===== src/design/assert_macros.svh =====
// Assertion macros shared by the search core RTL.
`ifndef ASSERT_MACROS_SVH
`define ASSERT_MACROS_SVH

// Same-cycle implication, checked at each rising clock edge outside reset.
`define HSS_ASSERT_IMP(label, ante, cons, msg) \
    label: assert property (@(posedge clk) disable iff (!rst_n) (ante) |-> (cons)) \
        else $error(msg);

// Next-cycle implication, checked at each rising clock edge outside reset.
`define HSS_ASSERT_NXT(label, ante, cons, msg) \
    label: assert property (@(posedge clk) disable iff (!rst_n) (ante) |=> (cons)) \
        else $error(msg);

`endif


===== src/design/hss_pkg.sv =====
// Package: constants, codes and types of the Horspool search core.
package hss_pkg;

    // Store sizes
    localparam int NEEDLE_MAX   = 64;
    localparam int HAYSTACK_MAX = 4096;
    localparam int SKIP_DEPTH   = 256;

    // Derived widths
    localparam int NADDR_W = $clog2(NEEDLE_MAX);
    localparam int HADDR_W = $clog2(HAYSTACK_MAX);
    localparam int NLEN_W  = 7;
    localparam int HLEN_W  = 13;
    localparam int SKIP_W  = 7;
    localparam int SADDR_W = $clog2(SKIP_DEPTH);
    localparam int POS_W   = 13;
    localparam int SUM_W   = 14;
    localparam int CFG_W   = 13;

    // Request codes
    localparam logic [1:0] REQ_NEEDLE   = 2'd0;
    localparam logic [1:0] REQ_HAYSTACK = 2'd1;
    localparam logic [1:0] REQ_SEARCH   = 2'd2;

    // Status codes
    localparam logic [1:0] ST_FOUND     = 2'd0;
    localparam logic [1:0] ST_NOT_FOUND = 2'd1;
    localparam logic [1:0] ST_UNSET     = 2'd2;

    // Configuration register indexes
    localparam logic CFG_NEEDLE_LEN   = 1'b0;
    localparam logic CFG_HAYSTACK_LEN = 1'b1;

    // Search sequencer states
    typedef enum logic [2:0] {
        S_IDLE,
        S_BUILD,
        S_CHECK,
        S_CMP,
        S_SKIP_RD,
        S_SKIP_ADD,
        S_DONE
    } state_t;

    // Skip table write beat
    typedef struct packed {
        logic               en;
        logic [SADDR_W-1:0] addr;
        logic [SKIP_W-1:0]  data;
    } skip_wr_t;

endpackage


===== src/design/hss_skip_table.sv =====
// Bad-character skip table: 256-entry memory with per-entry valid bits.
module hss_skip_table
    import hss_pkg::*;
(
    input  logic               clk,
    input  logic               rst_n,
    input  logic               clear,
    input  skip_wr_t           wr,
    input  logic               rd_en,
    input  logic [SADDR_W-1:0] rd_addr,
    input  logic [SKIP_W-1:0]  dflt,
    output logic [SKIP_W-1:0]  rd_skip
);

    logic [SKIP_W-1:0]     mem [SKIP_DEPTH];
    logic [SKIP_DEPTH-1:0] vld_reg;
    logic [SKIP_W-1:0]     data_reg;
    logic                  hit_reg;

    // Clear all entries at once, mark written entries
    always_ff @(posedge clk or negedge rst_n)
    begin
        if (!rst_n)
        begin
            vld_reg <= '0;
        end
        else if (clear)
        begin
            vld_reg <= '0;
        end
        else if (wr.en)
        begin
            vld_reg[wr.addr] <= 1'b1;
        end
    end

    // Write port
    always_ff @(posedge clk)
    begin
        if (wr.en)
        begin
            mem[wr.addr] <= wr.data;
        end
    end

    // Registered read port
    always_ff @(posedge clk)
    begin
        if (rd_en)
        begin
            data_reg <= mem[rd_addr];
            hit_reg  <= vld_reg[rd_addr];
        end
    end

    // Unwritten entry reads as the needle length
    assign rd_skip = hit_reg ? data_reg : dflt;

endmodule


===== config.mk =====
export PLATFORM = sky130hd
export DESIGN_NAME = hss_skip_table
export DESIGN_NICKNAME = d
export VERILOG_FILES = /design/src/design/assert_macros.svh /design/src/design/hss_pkg.sv /design/src/design/hss_skip_table.sv
export SDC_FILE = /design/constraint.sdc
export NUM_CORES = 2
export LEC_CHECK = 0
export BUFFER_PORTS_ARGS = -buffer_cell sky130_fd_sc_hd__buf_2
export CAP_MARGIN = 25
export CORE_ASPECT_RATIO = 0.9
export CORE_MARGIN = 2
export CORE_UTILIZATION = 40
export CTS_CLUSTER_DIAMETER = 60
export CTS_CLUSTER_SIZE = 28
export DETAILED_ROUTE_END_ITERATION = 16
export HOLD_SLACK_MARGIN = 0.06
export PLACE_DENSITY = 0.53
export SLEW_MARGIN = 20
export SYNTH_ARGS = -nofsm -noshare
export SYNTH_HDL_FRONTEND = slang
export SYNTH_SLANG_ARGS = --single-unit

===== constraint.sdc =====
create_clock -name clk -period 2.8 [get_ports clk]
set_clock_uncertainty 0.1 [all_clocks]
set_input_delay 0.14 -clock clk [delete_from_list [all_inputs] [get_ports clk]]
set_output_delay 0.14 -clock clk [all_outputs]
set_load 0.03 [all_outputs]

==> key figures <==
Floorplan
  • Starting density of the core: 40.24%
  • Total core area: 0.2008 sq mm
  • Rows: 156
  • Die area: 0.2057 sq mm
  • Num ports: 42
  • Die Span Y: 430.4 um
  • Die width: 477.8 um

Pwr
  • Largest vdd supply drop: 0.4718 mV
  • LEAKAGE: 0.03215 uW
  • PD cells: 628.5 mW/mm^2

GRT
  • First-pass GRT wire length: 327,300 um
  • Gr usage total: 22.15%
  • Initial antenna violation count: 6
  • Pin count of the biggest net entering global routing: 110
  • Vias in the first global route: 43.23k
  • Gr ovfl total: 0

Clocking
  • CTS clk-pin slew, worst paths: 0.09 ns
  • H-tree levels: 4
  • Max Root-Sink Buffers: 3
  • Root buf cell: clkbuf_16
  • Clk Latency, worst-skew pair: 0.81 ns
  • CTS tree: done
  • TritonCTS Buffers: 137
  • Sink Count: 2,056

Setup path
  • WP data required: 3.24 ns
  • Crit path top cell by count: buf_4
  • WP data arrival: 3.23 ns
  • Worst-path cell chain: mux4_2 -> a22o_1 -> a221oi_1 -> buf_4 -> o21ai_0 -> a211oi_1 -> buf_4 -> nor4_1
  • CP max stage cell: mux4_2
  • Slowest Stage Delay on Critical Path: 0.45 ns
  • Critical path class: reg -> reg
  • Setup crit start kind: flip-flop
  • Crit path max fanout: 1
  • CP endpoint kind: flip-flop

Logic synthesis
  • Yosys top cell area share: 66.88%
  • Syn Nets: 4,311
  • Top FF cell, synth: edfxtp_1
  • Flops & latches, synth: 2,056
  • Synth unique cells: 61
  • Register area share after synthesis: 74.81%
  • Post-synth EDFFs: 1,800
  • Syn. warnings: 0
  • Synthesized area: 0.08082 sq mm
  • Synthesized area per cell: 18.90 sq um
  • Synth top area cells: edfxtp_1 67%, mux4_2 11%, dfrtp_1 7.9%
  • Top cell type by total area after synthesis: edfxtp_1
  • Cells after Synth: 4,276
  • Ys async rst share: 12.45%

STA
  • Final Hold Vio Count: 0
  • Rel. slew slack: 32.80%
  • Pins over their slew limit: 0
  • Hold slack: 0.2182 ns
  • Max Freq: 358.3 MHz
  • Final worst-path cycle share: 99.68%
  • RSZ-0062 raised after global routing: no
  • Slew at the pin closest to its max-slew limit: 1.008 ns
  • Final Setup Violations: 0
  • Tmin final: 2.791 ns

Route
  • Via Count: 43.81k
  • Routed wl met2: 104,200 um
  • Routed WL per cell: 29.70 um
  • Final wirelength: 229,300 um
  • Initial DRC count: 5,289
  • Post-route ant nets: 0
  • Iteration count of the initial detailed-routing pass: 5
  • Routed vias/inst: 5.676
  • Post-Route M1 WL: 104,300 um
  • DRC: 0
  • DR top layer: met5
  • DR WL met3: 15,680 um

Final layout
  • Fin nets: 4,959
  • P&R area growth vs syn: 16.32%
  • Layout cells sized above 1: 28.21%
  • Final instance area: 0.09401 sq mm
  • Largest register FFs: 1,792

Place
  • Placed cell area: 0.08906 sq mm
  • Gpl congestion: 0.8965
  • PortBufs: 41
  • HPWL after DPL: 152,800 um

Worst hold path
  • Hold Crit Class: in -> reg

Job
  • MaxCap Viol Count: 0

Status
  • Status: finished, final reports clean
layout make-up:
type                       count  area, sq um
antenna                        2        5.005
clock buffer                 154         3585
clock inverter                92         1137
fill                       16890       106800
inverter                       3        11.26
multi-input combinational   1961        18800
sequential                  2056        60460
tap                         2686         3361
timing repair buffer         765         6649
logic make-up after synthesis:
family                 after synthesis  share of synthesized area, %
AND/OR/NAND/NOR                    924                         4.666
flip-flops                        2056                         74.81
buffers and inverters              259                         2.010
multiplexers                       605                         14.60
AO/OA/AOI/OAI                      432                         3.911
metal layers:
layer / vias up / global-route usage [%]
met4: 2 / 4.991
met5: - / 0
li1: 18430 / -
met1: 23590 / 33.55
met2: 1534 / 33.53
met3: 254 / 3.866
layout by cell type (no fill, tap or decap), types with 13 or more instances in the layout:
master	netlist	routed
a21oi_1	83	83
a221oi_1	23	23
a22o_1	27	27
a22oi_1	121	121
buf_12	10	68
buf_2	43	31
buf_4	29	634
clkbuf_16	0	139
dfrtp_1	256	256
dlygate4sd3_1	0	21
edfxtp_1	1800	1800
inv_6	0	18
mux2i_1	155	155
mux4_1	61	61
mux4_2	379	379
nand2_1	55	55
nand3_1	28	27
nand4_1	13	13
nor2_1	731	728
nor2b_1	18	15
nor3_1	31	30
o21ai_0	21	21
o21ba_2	30	30
o221ai_1	41	41
o22ai_1	36	36
stage by stage:
| step | instances | setup slack, ns | util [%] | TNS, ns | total power [uW] |
|---|---|---|---|---|---|
| 2_1_floorplan | 4276 | 0.5609 | - | 0 | 35770 |
| 4_1_cts | 7717 | 0.03104 | 46.80 | 0 | 59560 |
| 5_1_grt | 7718 | 0.001190 | 46.80 | 0 | 60810 |
| 6_report | 7719 | 0.009026 | 46.81 | 0 | 59090 |
| 3_5_place_dp | 7450 | -0.6390 | 44.34 | -3.637 | 37840 |
| 3_3_place_gp | 7449 | -0.5853 | 44.34 | -3.715 | 37820 |
Yosys cell counts, drive strengths merged (9+ instances only):
master	n
clkbuf	127
nand2b	9
a221oi	25
nand4	13
nor2	731
nand2	55
a22oi	121
a22o	27
mux2i	155
a211oi	9
nor4	13
o221ai	41
o21ba	30
nand3	28
mux4	440
o22ai	36
a21oi	83
buf	129
dfrtp	256
nor3	31
nor2b	18
edfxtp	1800
o21ai	25
mux2	10
worst paths after layout:
kind                             start  cells past startpoint           end  slack, ns
max                        mem[153][1]                      8   data_reg[1]      0.009
min in group asynchronous        rst_n                      3  vld_reg[151]       0.42
min reg2reg                vld_reg[80]                      2   vld_reg[80]       0.39
max reg2reg                mem[153][1]                      8   data_reg[1]      0.009
min                         rd_addr[5]                      6   data_reg[4]       0.22
max in group asynchronous        rst_n                      4  vld_reg[113]       1.24
worst max-delay path, delay by kind of cell (launching register included):
family                 cells  cell delay, ns
AO/OA/AOI/OAI              4            1.12
buffers and inverters      2            0.42
flip-flops                 1            0.38
multiplexers               1            0.45
AND/OR/NAND/NOR            1            0.06
power breakdown:
group          total [uW]  internal (uW)  switching [uW]
clock               21900          10500           11400
combinational        3750           1400            2350
sequential          33400          33400            48.9
what timing repair did:
action,4_1_cts,5_1_grt
gates resized for setup,2,1
setup buffers,0,0
setup endpoints to repair,1,1
hold endpoints to repair,1856,0
pin swaps,0,0
cloned,0,0
hold buffers,21,0
No activity file was read; power rests on OpenSTA's default activity.
